<file path="config.mk">
export PLATFORM = sky130hd
export DESIGN_NAME = i2c_master_reg16_access_flat
export DESIGN_NICKNAME = d
export VERILOG_FILES = /design/src/design/i2cm_pkg.sv /design/src/design/i2cm_if.sv /design/src/design/i2cm_cfg_regs.sv /design/src/design/i2cm_seq.sv /design/src/design/i2c_master_reg16_access.sv /design/src/flat_wrapper.sv
export SDC_FILE = /design/constraint.sdc
export NUM_CORES = 1
export LEC_CHECK = 0
export BUFFER_PORTS_ARGS = -buffer_cell sky130_fd_sc_hd__buf_2
export CAP_MARGIN = 20
export CORE_AREA = 2 2 132 122
export CTS_CLUSTER_DIAMETER = 100
export DETAILED_ROUTE_END_ITERATION = 10
export DIE_AREA = 0 0 134 124
export PLACE_DENSITY = 0.79
export SLEW_MARGIN = 20
export SYNTH_ARGS = -nofsm -noshare
export SYNTH_HDL_FRONTEND = slang
export SYNTH_SLANG_ARGS = --single-unit
export TNS_END_PERCENT = 5
</file>
<file path="constraint.sdc">
create_clock -name clk -period 3.9 [get_ports clk]
set_input_delay 0.78 -clock clk [delete_from_list [all_inputs] [get_ports clk]]
set_output_delay 0.78 -clock clk [all_outputs]
set_load 0.01 [all_outputs]
</file>
<file path="src/design/i2cm_pkg.sv">
// Package: shared types, codes and reset constants of the I2C register master.
package i2cm_pkg;

  localparam int unsigned HP_W   = 16;
  localparam int unsigned ADDR_W = 7;
  localparam int unsigned DATA_W = 16;
  localparam int unsigned CIDX_W = 2;

  localparam logic [HP_W-1:0]   HALF_PERIOD_RST = 16'd255;
  localparam logic [ADDR_W-1:0] DEV_ADDR_RST    = 7'd17;

  localparam logic [CIDX_W-1:0] CFG_HALF_PERIOD = 2'd0;
  localparam logic [CIDX_W-1:0] CFG_DEV_ADDR    = 2'd1;

  localparam logic [1:0] FUNC_TICK  = 2'd0;
  localparam logic [1:0] FUNC_WRITE = 2'd1;
  localparam logic [1:0] FUNC_READ  = 2'd2;

  typedef enum logic [3:0] {
    PH_IDLE  = 4'd0,
    PH_ST_A  = 4'd1,
    PH_ST_B  = 4'd2,
    PH_TX_LO = 4'd3,
    PH_TX_HI = 4'd4,
    PH_AI_LO = 4'd5,
    PH_AI_HI = 4'd6,
    PH_RX_LO = 4'd7,
    PH_RX_HI = 4'd8,
    PH_AO_LO = 4'd9,
    PH_AO_HI = 4'd10,
    PH_RS_LO = 4'd11,
    PH_SP_LO = 4'd12,
    PH_SP_A  = 4'd13,
    PH_SP_B  = 4'd14
  } phase_t;

  typedef struct packed {
    logic [1:0]        func;
    logic [7:0]        reg_addr;
    logic [DATA_W-1:0] write_data;
    logic              sda_in;
  } in_word_t;

  typedef struct packed {
    logic              scl;
    logic              sda_out;
    logic              busy_res;
    logic              done_res;
    logic [DATA_W-1:0] read_data;
    logic              nack_seen;
  } out_word_t;

  typedef struct packed {
    logic [CIDX_W-1:0] reg_index;
    logic [HP_W-1:0]   wdata;
  } cfg_word_t;

  typedef struct packed {
    logic [HP_W-1:0]   half_period_ticks;
    logic [ADDR_W-1:0] device_address;
  } cfg_regs_t;

endpackage

</file>
<file path="src/design/i2cm_if.sv">
// Interfaces: valid/ready channels for input, result and configuration words.
interface i2cm_in_if import i2cm_pkg::*; ();
  logic     valid;
  logic     ready;
  in_word_t data;
  modport source (output valid, output data, input ready);
  modport sink (input valid, input data, output ready);
endinterface

interface i2cm_out_if import i2cm_pkg::*; ();
  logic      valid;
  logic      ready;
  out_word_t data;
  modport source (output valid, output data, input ready);
  modport sink (input valid, input data, output ready);
endinterface

interface i2cm_cfg_if import i2cm_pkg::*; ();
  logic      valid;
  logic      ready;
  cfg_word_t data;
  modport source (output valid, output data, input ready);
  modport sink (input valid, input data, output ready);
endinterface

</file>
<file path="src/design/i2cm_cfg_regs.sv">
// Configuration registers: half period and device address.
module i2cm_cfg_regs import i2cm_pkg::*; (
  input  logic      clk,
  input  logic      rst_n,
  input  logic      wr_en,
  input  cfg_word_t wr_word,
  output cfg_regs_t regs
);

  logic [HP_W-1:0]   half_period_r;
  logic [ADDR_W-1:0] dev_addr_r;

  always_ff @(posedge clk) begin
    if (!rst_n) begin
      half_period_r <= HALF_PERIOD_RST;
      dev_addr_r    <= DEV_ADDR_RST;
    end else if (wr_en) begin
      if (wr_word.reg_index == CFG_HALF_PERIOD) begin
        half_period_r <= wr_word.wdata;
      end
      if (wr_word.reg_index == CFG_DEV_ADDR) begin
        dev_addr_r <= wr_word.wdata[ADDR_W-1:0];
      end
    end
  end

  assign regs.half_period_ticks = half_period_r;
  assign regs.device_address    = dev_addr_r;

endmodule

</file>
<file path="src/design/i2cm_seq.sv">
// Bus sequencer: phase timing, byte shifting and line levels, one step per word.
module i2cm_seq import i2cm_pkg::*; (
  input  logic      clk,
  input  logic      rst_n,
  input  logic      step,
  input  in_word_t  in_word,
  input  cfg_regs_t cfg,
  output out_word_t res
);

  phase_t            phase_r, phase_nxt;
  logic [HP_W-1:0]   tick_r, tick_nxt;
  logic [2:0]        bit_r, bit_nxt;
  logic [2:0]        byte_r, byte_nxt;
  logic [7:0]        shift_r, shift_nxt;
  logic              is_read_r, is_read_nxt;
  logic [7:0]        reg_addr_r, reg_addr_nxt;
  logic [DATA_W-1:0] wdata_r, wdata_nxt;
  logic [DATA_W-1:0] rdata_r, rdata_nxt;
  logic              nack_r, nack_nxt;
  logic              done;
  logic [HP_W-1:0]   hp_m1;
  logic [2:0]        byte_inc;

  function automatic logic [7:0] tx_byte(input logic [2:0] idx, input logic rd,
                                         input logic [ADDR_W-1:0] dev,
                                         input logic [7:0] ra,
                                         input logic [DATA_W-1:0] wd);
    logic [7:0] b;
    b = 8'h00;
    unique case (idx)
      3'd0:    b = {dev, 1'b0};
      3'd1:    b = ra;
      3'd2:    b = rd ? {dev, 1'b1} : wd[15:8];
      3'd3:    b = wd[7:0];
      default: b = 8'h00;
    endcase
    return b;
  endfunction

  assign hp_m1    = (cfg.half_period_ticks == '0) ? '0 : cfg.half_period_ticks - 16'd1;
  assign byte_inc = byte_r + 3'd1;

  always_comb begin
    phase_nxt    = phase_r;
    tick_nxt     = tick_r;
    bit_nxt      = bit_r;
    byte_nxt     = byte_r;
    shift_nxt    = shift_r;
    is_read_nxt  = is_read_r;
    reg_addr_nxt = reg_addr_r;
    wdata_nxt    = wdata_r;
    rdata_nxt    = rdata_r;
    nack_nxt     = nack_r;
    done         = 1'b0;
    if (phase_r == PH_IDLE) begin
      if (in_word.func == FUNC_WRITE || in_word.func == FUNC_READ) begin
        is_read_nxt  = (in_word.func == FUNC_READ);
        reg_addr_nxt = in_word.reg_addr;
        wdata_nxt    = in_word.write_data;
        byte_nxt     = 3'd0;
        bit_nxt      = 3'd0;
        shift_nxt    = 8'h00;
        nack_nxt     = 1'b0;
        if (in_word.func == FUNC_READ) begin
          rdata_nxt = '0;
        end
        tick_nxt  = '0;
        phase_nxt = PH_ST_A;
      end
    end else if (tick_r < hp_m1) begin
      tick_nxt = tick_r + 16'd1;
    end else begin
      tick_nxt = '0;
      unique case (phase_r)
        PH_ST_A: phase_nxt = PH_ST_B;
        PH_ST_B: begin
          shift_nxt = tx_byte(byte_r, is_read_r, cfg.device_address, reg_addr_r, wdata_r);
          bit_nxt   = 3'd0;
          phase_nxt = PH_TX_LO;
        end
        PH_TX_LO: phase_nxt = PH_TX_HI;
        PH_TX_HI: begin
          shift_nxt = {shift_r[6:0], 1'b0};
          bit_nxt   = bit_r + 3'd1;
          phase_nxt = (bit_r == 3'd7) ? PH_AI_LO : PH_TX_LO;
        end
        PH_AI_LO: phase_nxt = PH_AI_HI;
        PH_AI_HI: begin
          if (in_word.sda_in) begin
            nack_nxt = 1'b1;
          end
          byte_nxt = byte_inc;
          if (is_read_r && byte_inc == 3'd2) begin
            phase_nxt = PH_RS_LO;
          end else if (is_read_r && byte_inc >= 3'd3) begin
            bit_nxt   = 3'd0;
            phase_nxt = PH_RX_LO;
          end else if (!is_read_r && byte_inc >= 3'd4) begin
            phase_nxt = PH_SP_LO;
          end else begin
            shift_nxt = tx_byte(byte_inc, is_read_r, cfg.device_address, reg_addr_r, wdata_r);
            bit_nxt   = 3'd0;
            phase_nxt = PH_TX_LO;
          end
        end
        PH_RS_LO: phase_nxt = PH_ST_A;
        PH_RX_LO: phase_nxt = PH_RX_HI;
        PH_RX_HI: begin
          rdata_nxt = {rdata_r[DATA_W-2:0], in_word.sda_in};
          bit_nxt   = bit_r + 3'd1;
          phase_nxt = (bit_r == 3'd7) ? PH_AO_LO : PH_RX_LO;
        end
        PH_AO_LO: phase_nxt = PH_AO_HI;
        PH_AO_HI: begin
          byte_nxt = byte_inc;
          if (byte_inc == 3'd4) begin
            bit_nxt   = 3'd0;
            phase_nxt = PH_RX_LO;
          end else begin
            phase_nxt = PH_SP_LO;
          end
        end
        PH_SP_LO: phase_nxt = PH_SP_A;
        PH_SP_A:  phase_nxt = PH_SP_B;
        PH_SP_B: begin
          phase_nxt = PH_IDLE;
          done      = 1'b1;
        end
        default: phase_nxt = PH_IDLE;
      endcase
    end
  end

  // line levels follow the phase entered on this step
  always_comb begin
    res.scl     = 1'b1;
    res.sda_out = 1'b1;
    unique case (phase_nxt)
      PH_ST_B:  begin res.scl = 1'b1; res.sda_out = 1'b0;                end
      PH_TX_LO: begin res.scl = 1'b0; res.sda_out = shift_nxt[7];        end
      PH_TX_HI: begin res.scl = 1'b1; res.sda_out = shift_nxt[7];        end
      PH_AI_LO: begin res.scl = 1'b0; res.sda_out = 1'b1;                end
      PH_RX_LO: begin res.scl = 1'b0; res.sda_out = 1'b1;                end
      PH_AO_LO: begin res.scl = 1'b0; res.sda_out = (byte_nxt != 3'd3); end
      PH_AO_HI: begin res.scl = 1'b1; res.sda_out = (byte_nxt != 3'd3); end
      PH_RS_LO: begin res.scl = 1'b0; res.sda_out = 1'b1;                end
      PH_SP_LO: begin res.scl = 1'b0; res.sda_out = 1'b0;                end
      PH_SP_A:  begin res.scl = 1'b1; res.sda_out = 1'b0;                end
      default:  begin res.scl = 1'b1; res.sda_out = 1'b1;                end
    endcase
    res.busy_res  = (phase_nxt != PH_IDLE);
    res.done_res  = done;
    res.read_data = rdata_nxt;
    res.nack_seen = nack_nxt;
  end

  always_ff @(posedge clk) begin
    if (!rst_n) begin
      phase_r   <= PH_IDLE;
      tick_r    <= '0;
      bit_r     <= '0;
      byte_r    <= '0;
      is_read_r <= 1'b0;
      rdata_r   <= '0;
      nack_r    <= 1'b0;
    end else if (step) begin
      phase_r   <= phase_nxt;
      tick_r    <= tick_nxt;
      bit_r     <= bit_nxt;
      byte_r    <= byte_nxt;
      is_read_r <= is_read_nxt;
      rdata_r   <= rdata_nxt;
      nack_r    <= nack_nxt;
    end
  end

  always_ff @(posedge clk) begin
    if (step) begin
      shift_r    <= shift_nxt;
      reg_addr_r <= reg_addr_nxt;
      wdata_r    <= wdata_nxt;
    end
  end

`ifndef SYNTHESIS
  a_done_to_idle: assert property (@(posedge clk) disable iff (!rst_n)
    step && res.done_res |=> phase_r == PH_IDLE)
    else $error("sequencer not idle after stop");

  a_scl_low_busy: assert property (@(posedge clk) disable iff (!rst_n)
    step && !res.scl |-> res.busy_res)
    else $error("SCL driven low while not busy");

  a_byte_range: assert property (@(posedge clk) disable iff (!rst_n)
    byte_r <= 3'd5)
    else $error("byte index out of range");
`endif

endmodule

</file>
<file path="src/design/i2c_master_reg16_access.sv">
// Top level: I2C master for 16-bit register reads and writes, one word per time-base tick.
//
// Usage:
//   in_ch  : one word per time-base tick: func (0 tick, 1 write, 2 read),
//            reg_addr, write_data and the sampled SDA level. Commands are
//            ignored while an access is in progress.
//   out_ch : exactly one word per input word, in order: SCL and SDA levels,
//            busy, done (on the tick the stop completes), read_data and the
//            sticky nack flag of the current or last access.
//   cfg_ch : index 0 half period in ticks, index 1 seven-bit device address;
//            other indexes are ignored. Write only while idle. Always ready.
// Timing: an input register and a result register with the sequencer step
//   between them; one word per cycle sustained while out_ch is ready.
// Stall: while out_ch is held off the result register keeps its word and
//   the input register takes one more word, then in_ch.ready drops.
// Reset (rst_n low, synchronous): bus idle with both lines released, half
//   period 255, device address 17, both pipeline registers empty.
module i2c_master_reg16_access import i2cm_pkg::*; (
  input  logic       clk,
  input  logic       rst_n,
  i2cm_in_if.sink    in_ch,
  i2cm_out_if.source out_ch,
  i2cm_cfg_if.sink   cfg_ch
);

  logic      in_vld_r;
  in_word_t  in_data_r;
  logic      out_vld_r;
  out_word_t out_data_r;
  logic      out_load;
  out_word_t step_res;
  cfg_regs_t cfg_regs;

  assign out_load     = in_vld_r && (!out_vld_r || out_ch.ready);
  assign in_ch.ready  = !in_vld_r || out_load;
  assign cfg_ch.ready = 1'b1;

  i2cm_cfg_regs u_cfg (
    .clk     (clk),
    .rst_n   (rst_n),
    .wr_en   (cfg_ch.valid),
    .wr_word (cfg_ch.data),
    .regs    (cfg_regs)
  );

  i2cm_seq u_seq (
    .clk     (clk),
    .rst_n   (rst_n),
    .step    (out_load),
    .in_word (in_data_r),
    .cfg     (cfg_regs),
    .res     (step_res)
  );

  always_ff @(posedge clk) begin
    if (!rst_n) begin
      in_vld_r <= 1'b0;
    end else if (in_ch.ready) begin
      in_vld_r <= in_ch.valid;
    end
  end

  always_ff @(posedge clk) begin
    if (in_ch.valid && in_ch.ready) begin
      in_data_r <= in_ch.data;
    end
  end

  always_ff @(posedge clk) begin
    if (!rst_n) begin
      out_vld_r <= 1'b0;
    end else if (out_load) begin
      out_vld_r <= 1'b1;
    end else if (out_ch.ready) begin
      out_vld_r <= 1'b0;
    end
  end

  always_ff @(posedge clk) begin
    if (out_load) begin
      out_data_r <= step_res;
    end
  end

  assign out_ch.valid = out_vld_r;
  assign out_ch.data  = out_data_r;

`ifndef SYNTHESIS
  a_load_sets_valid: assert property (@(posedge clk) disable iff (!rst_n)
    out_load |=> out_vld_r)
    else $error("result word lost after step");

  a_accept_fills: assert property (@(posedge clk) disable iff (!rst_n)
    in_ch.valid && in_ch.ready |=> in_vld_r)
    else $error("accepted word not held in input register");

  a_held_word: assert property (@(posedge clk) disable iff (!rst_n)
    in_vld_r && !out_load |=> in_vld_r && $stable(in_data_r))
    else $error("waiting input word dropped or changed");
`endif

endmodule

</file>
<file path="src/flat_wrapper.sv">
// flat-port wrapper written by rule: the top's interface ports become plain ports
module i2c_master_reg16_access_flat import i2cm_pkg::*;
  (clk, rst_n, in_ch_valid, in_ch_data, in_ch_ready, out_ch_valid, out_ch_data, out_ch_ready, cfg_ch_valid, cfg_ch_data, cfg_ch_ready);
  i2cm_in_if in_ch_i ();
  i2cm_out_if out_ch_i ();
  i2cm_cfg_if cfg_ch_i ();
  input  logic clk;
  input  logic rst_n;
  input wire logic [$bits(in_ch_i.valid)-1:0] in_ch_valid;
  input wire logic [$bits(in_ch_i.data)-1:0] in_ch_data;
  output wire logic [$bits(in_ch_i.ready)-1:0] in_ch_ready;
  output wire logic [$bits(out_ch_i.valid)-1:0] out_ch_valid;
  output wire logic [$bits(out_ch_i.data)-1:0] out_ch_data;
  input wire logic [$bits(out_ch_i.ready)-1:0] out_ch_ready;
  input wire logic [$bits(cfg_ch_i.valid)-1:0] cfg_ch_valid;
  input wire logic [$bits(cfg_ch_i.data)-1:0] cfg_ch_data;
  output wire logic [$bits(cfg_ch_i.ready)-1:0] cfg_ch_ready;
  assign in_ch_i.valid = in_ch_valid;
  assign in_ch_i.data = in_ch_data;
  assign in_ch_ready = in_ch_i.ready;
  assign out_ch_valid = out_ch_i.valid;
  assign out_ch_data = out_ch_i.data;
  assign out_ch_i.ready = out_ch_ready;
  assign cfg_ch_i.valid = cfg_ch_valid;
  assign cfg_ch_i.data = cfg_ch_data;
  assign cfg_ch_ready = cfg_ch_i.ready;
  i2c_master_reg16_access u_core (.clk(clk), .rst_n(rst_n), .in_ch(in_ch_i), .out_ch(out_ch_i), .cfg_ch(cfg_ch_i));
endmodule
</file>
==> Word-level counts from Yosys, hierarchy flattened <==
Index checks and enable logic that the tools add are counted.
{ "totals": {"reg_bits": 149, "out_inout_bits": 24, "wordCells": 156} }
{ "classes": {"n_mux": 50, "n_lt_le_gt_ge": 3, "addsub": 4, "n_reduce_logical": 31, "n_eq_ne": 43} }
{ "ops": {"columns": ["op", "count"], "rows": [
  ["two-way mux 16 bit", 9],
  ["one-hot mux 8 bit (4 select lines)", 2],
  ["two-way mux 8 bit", 7],
  ["one-hot mux 4 bit (13 select lines)", 1],
  ["== test 4 bit (second input constant)", 12],
  ["two-way mux 3 bit", 12],
  ["two-way mux 4 bit", 8],
  ["== test 4 x 3 -> 1 bit (second input constant)", 7],
  ["one-hot mux 8 bit (3 select lines)", 1],
  ["adder 16 x 1 -> 16 bit (second input constant)", 1],
  ["== test 4 x 2 -> 1 bit (second input constant)", 4],
  ["zero test 16 bit", 1],
  ["< comparator 16 bit", 1],
  ["subtractor 16 x 1 -> 16 bit (second input constant)", 1],
  ["one-hot mux 2 bit (7 select lines)", 1],
  ["AND reduction 7 bit", 2],
  ["== test 3 x 2 -> 1 bit (second input constant)", 4],
  ["inequality test 3 bit (second input constant)", 4],
  ["one-hot mux 3 bit (4 select lines)", 1],
  ["two-way mux 1 bit", 8],
  ["nonzero test 4 bit", 2],
  ["OR reduction 2 bit", 4],
  ["adder 3 x 1 -> 3 bit (second input constant)", 2],
  ["== test 3 x 1 -> 1 bit (second input constant)", 2],
  ["21 further kinds", 34]
]} }

==> Logic depth before layout (Yosys ltp) <==
{ "depth": {"word_depth": 12, "mapped_depth": 16, "depth_no_buf": 15} }

==> Cells and area by module <==
Synthesis repeated with hierarchy kept, for this count alone.
{ "unflattened": {"hier_cells": 711, "hier_area_um2": 7408.4} }
{ "by_module_without_submodules": {"columns": ["mod", "area_per_inst_um2", "seq_area_each_um2", "cells_each", "n_inst"], "rows": [
  ["i2cm_seq", 4868.4, 1841.8, 552, 1],
  ["i2c_master_reg16_access", 1556.5, 1481.4, 59, 1],
  ["i2cm_cfg_regs", 983.4, 460.4, 100, 1]
]} }

==> Least setup slack after synthesis <==
Ideal clock, no wire load.
{ "synth_timing": {"kind": "register to register", "startpoint": "reg u_core.u_cfg.half_period_r[2]", "endpoint": "reg u_core.out_data_r, in the netlist u_core.out_ch.data[19] (data pin)", "path_buffers": 0, "stages_incl_launch_ff": 16, "arrival_time_ps": 3585, "period_less_slack_ps": 3839, "required_ps": 3646, "path_slack_ps": 61, "path_cell_list": "dfxtp_1 > or4_1 > nor3_4 > nand2_1 > nor4_1 > xor2_1 > nand2_1 > ha_1 > nand4_1 > nor4_1 > and2_1 > a211oi_4 > mux2_2 > a21oi_1 > a21oi_1 > o21a_1"} }
{ "synth_rtl": {"columns": ["item", "line", "rtl"], "rows": [
  ["from (decl)", "i2cm_cfg_regs.sv:10", "logic [HP_W-1:0] half_period_r;"],
  ["from (signal assigned)", "i2cm_cfg_regs.sv:19", "half_period_r <= wr_word.wdata;"],
  ["to (signal assigned)", "i2c_master_reg16_access.sv:81", "out_data_r <= step_res;"],
  ["to (decl)", "i2c_master_reg16_access.sv:29", "out_word_t out_data_r;"]
]} }

==> results.yml <==
finish:
  final_nets: 899
  diodes: 0
  design_area_mm2: 0.009096
  synthToLayoutAreaGrowth_pct: 21.61
  layout_common_cells: "nand2_1, edfxtp_1, buf_2, dfxtp_1, nor2_1"
  fin_util_pct: 60.17
  layout_commonest_cell: "nand2_1"
  fillCellCount: 1206
  drive_above_1_share_pct: 23.77
route:
  m1WireLength_mm: 7.285
  avgRoutedWirePerCell_um: 15.55
  top_layer: "met4"
  vias: 5796
  dr.pass1.iters: 7
  final_antenna_net_count: 0
  avgViaCountPerCell: 5.600
  route.met2.wl_mm: 7.737
  drtIter0Drc: 578
  drcViolationCount: 0
  wl_met3_um: 848
  wl_mm: 16.09
run_status:
  outcome: "finished, violations left"
  violations: "setup timing"
hold_path:
  hp-class: "reg2reg"
  hp-start: "u_core.in_data_r[8]"
clock_tree:
  path_clk_slew_ps: 70
  tritoncts: "done"
  clockRootBuffer: "clkbuf_16"
  clock_sinks: 149
  clock_path_buffers: 2
  htree_num_levels: 4
  clock_latency_ps: 430
  cts_inserted_buffers: 17
timing:
  period_share_pct: 101.7
  worst_pin_slew_ps: 1005
  finalMaxSlewViolations: 0
  holdWs_ps: 419.7
  fin_skew_ps: 14.51
  rsz0062_at_grt: "true"
  finalHoldViolCount: 0
  period_minus_slack_ps: 3965
  slew_headroom_pct: 32.69
  fmax_mhz: 252.2
  setup_viol: 21
  fin_ws_ps: -65.22
die:
  start_util_pct: 49.47
  die_x_um: 134
  core_area_mm2: 0.01512
  rows: 43
  die_y_um: 124
  dieArea_mm2: 0.01662
  ioPinCount: 74
synthesis:
  muxShareOfSynthArea_pct: 2.710
  yosysTopAreaCellShare_pct: 32.12
  avgSynthCellArea_um2: 10.26
  synth_simple_gate_area_share_pct: 19.29
  async_flop_share_pct: 0
  synthCells: 729
  synth_top_family_by_area: "simple AND/OR/NAND/NOR gates"
  ys_types: 60
  synthesis.nets: 808
  syn-cell-area_mm2: 0.007480
  synth_largest_area_cell: "edfxtp_1"
  synth_xor_xnor_area_share_pct: 3.396
  synth_area_leaders: "edfxtp_1, dfxtp_1, nand2_1"
  synth_edf_count: 80
  ys.warnings.count: 0
  ys.flop_type: "edfxtp_1"
  synthAdderAreaFrac_pct: 4.851
  ys_ff_latch: 149
  ys_seq_area_share_pct: 50.59
  synth_compound_area_share_pct: 16.04
worst_setup_path:
  critical_path_class: "reg2reg"
  reg2reg_from: "u_core.u_cfg.half_period_r[4]"
  arrival_ps: 4140
  critPathCaptureType: "register"
  cp-start-kind: "register"
  cp_data_required_time_ps: 4080
  cp_num_buf_inv: 0
  max_stage_delay_ps: 550
  crit_path_frequent_cell: "nor4_4"
  slowest_stage: "or4_4"
  critPathTopFamily: "simple AND/OR/NAND/NOR gates"
  critPathMaxFanout: 8
  cp_cell_sequence: "or4_4, nor3_4, nand2_2, nor4_4, xor2_1, nand2_1, ha_4, nand4_1, nor4_4, and2_4, a211o_4, mux2_4, a21oi_2, a21oi_1, o21a_1"
  startpoint: "u_core.u_cfg.half_period_r[4]"
grt:
  antenna_found_initial: 0
  grt_max_degree: 34
  grt_pass1_vias: 5374
  grt-ovfl-total: 0
  track_usage_pct: 19.53
  grt_pass1_wl_mm: 25.93
pwr:
  p_switching_mw: 0.9715
  p_clk_share_pct: 44.7
  power_density_mw_per_mm2: 414.2
  sequentialPowerShare_pct: 46.9
  power.leakage_nw: 3.811
  intPower_mw: 2.797
  combPwrFrac_pct: 8.4
  swShare_pct: 25.78
  ir_drop_v: 0.0004838
placement:
  dpl_cell_area_mm2: 0.008217
  io_buffers: 72
  gp_congestion: 0.9216
  dpl.hpwl_mm: 10.70
run:
  max_cap_violations: 0
routing by layer:
| metal | vias up | GRT usage [%] |
|---|---|---|
| met5 | - | 0 |
| met4 | 0 | 6.449 |
| met3 | 22 | 5.047 |
| met2 | 182 | 31.79 |
| met1 | 2751 | 25.63 |
| li1 | 2841 | - |
logic make-up (layout without fill, tap and decap cells):
group / count (synthesis) / count (layout)
other: 1 / 1
DFF: 149 / 149
AOI/OAI and AO/OA: 155 / 155
buffers and inverters: 53 / 157
and+or+nand+nor: 293 / 293
muxes: 20 / 20
xor gates and xnor gates: 29 / 29
adders and majority gates: 29 / 29
synthesized netlist by cell type, types with 4 or more instances:
library cell,count
and2_1,7
ha_1,29
nand4_1,6
dfxtp_1,69
nor4_1,6
nor2_1,42
xnor2_1,10
mux2i_1,18
a21oi_1,23
a222oi_1,20
a21boi_0,12
a22oi_1,5
buf_2,4
and3_1,6
nand2b_1,25
edfxtp_1,80
nor3_1,9
o22ai_1,5
nand3b_1,6
xor2_1,19
clkbuf_1,29
o211a_1,22
o21ai_2,16
nand3_1,19
a21o_1,5
o21ai_0,24
nor2b_1,18
nand2_1,134
inv_1,13
cell type report:
class	instances	area, um2	share of cell area [%]
clock buffers	17	425.4	4.677
clock inverters	15	206.4	2.270
inverters	13	48.80	0.5365
multi-input cells	527	3643	40.05
flip-flops and latches	149	3785	41.61
well taps	202	252.7	2.779
repair buffers	112	734.5	8.074
path summary, 6_finish.rpt:
path,to,slack [ps],cells after the start
worst max-delay path,u_core.out_ch.data[19],-70,15
worst min-delay path,u_core.u_seq.wdata_r[7],420,0
worst max register to register,u_core.out_ch.data[19],-70,15
worst min register to register,u_core.u_seq.wdata_r[7],420,0
registers in the layout (all words and copies together) (netlist names), 4 cells and up:
name,cells
u_core.in_data_r,27
u_core.out_ch.data,21
u_core.u_cfg.half_period_r,16
u_core.u_seq.rdata_r,16
u_core.u_seq.tick_r,16
u_core.u_seq.wdata_r,16
u_core.u_seq.reg_addr_r,8
u_core.u_seq.shift_r,8
u_core.u_cfg.dev_addr_r,7
u_core.u_seq.phase_r,4
power by group through the flow:
stage | sequential, mW | clock, mW | combinational, mW
after global routing | 1.77 | 1.79 | 0.353
after floorplan | 1.79 | 0 | 0.199
after CTS | 1.77 | 1.72 | 0.305
after detailed placement | 1.80 | 0 | 0.300
after global placement | 1.80 | 0 | 0.296
final | 1.77 | 1.68 | 0.318
repair_timing:
| item | 4_1_cts | 5_1_grt |
|---|---|---|
| hold buffers | 0 | 0 |
| gates cloned | 0 | 1 |
| pin swaps | 2 | 29 |
| buffers inserted | 2 | 2 |
| endpoints found under the setup margin | 65 | 67 |
| gates resized for setup | 7 | 35 |
per-stage QoR:
stage	worst slack, ps	TNS [ps]	cells	power (mW)
after floorplan	60.81	0	729	1.991
after global routing	-299.2	-13720	1035	3.916
after CTS	17.51	0	1032	3.789
final	-65.22	-412.7	1035	3.768
after global placement	-110.2	-362.1	998	2.093
after detailed placement	-145.7	-1408	998	2.100
No activity file was read; power rests on OpenSTA's default activity.
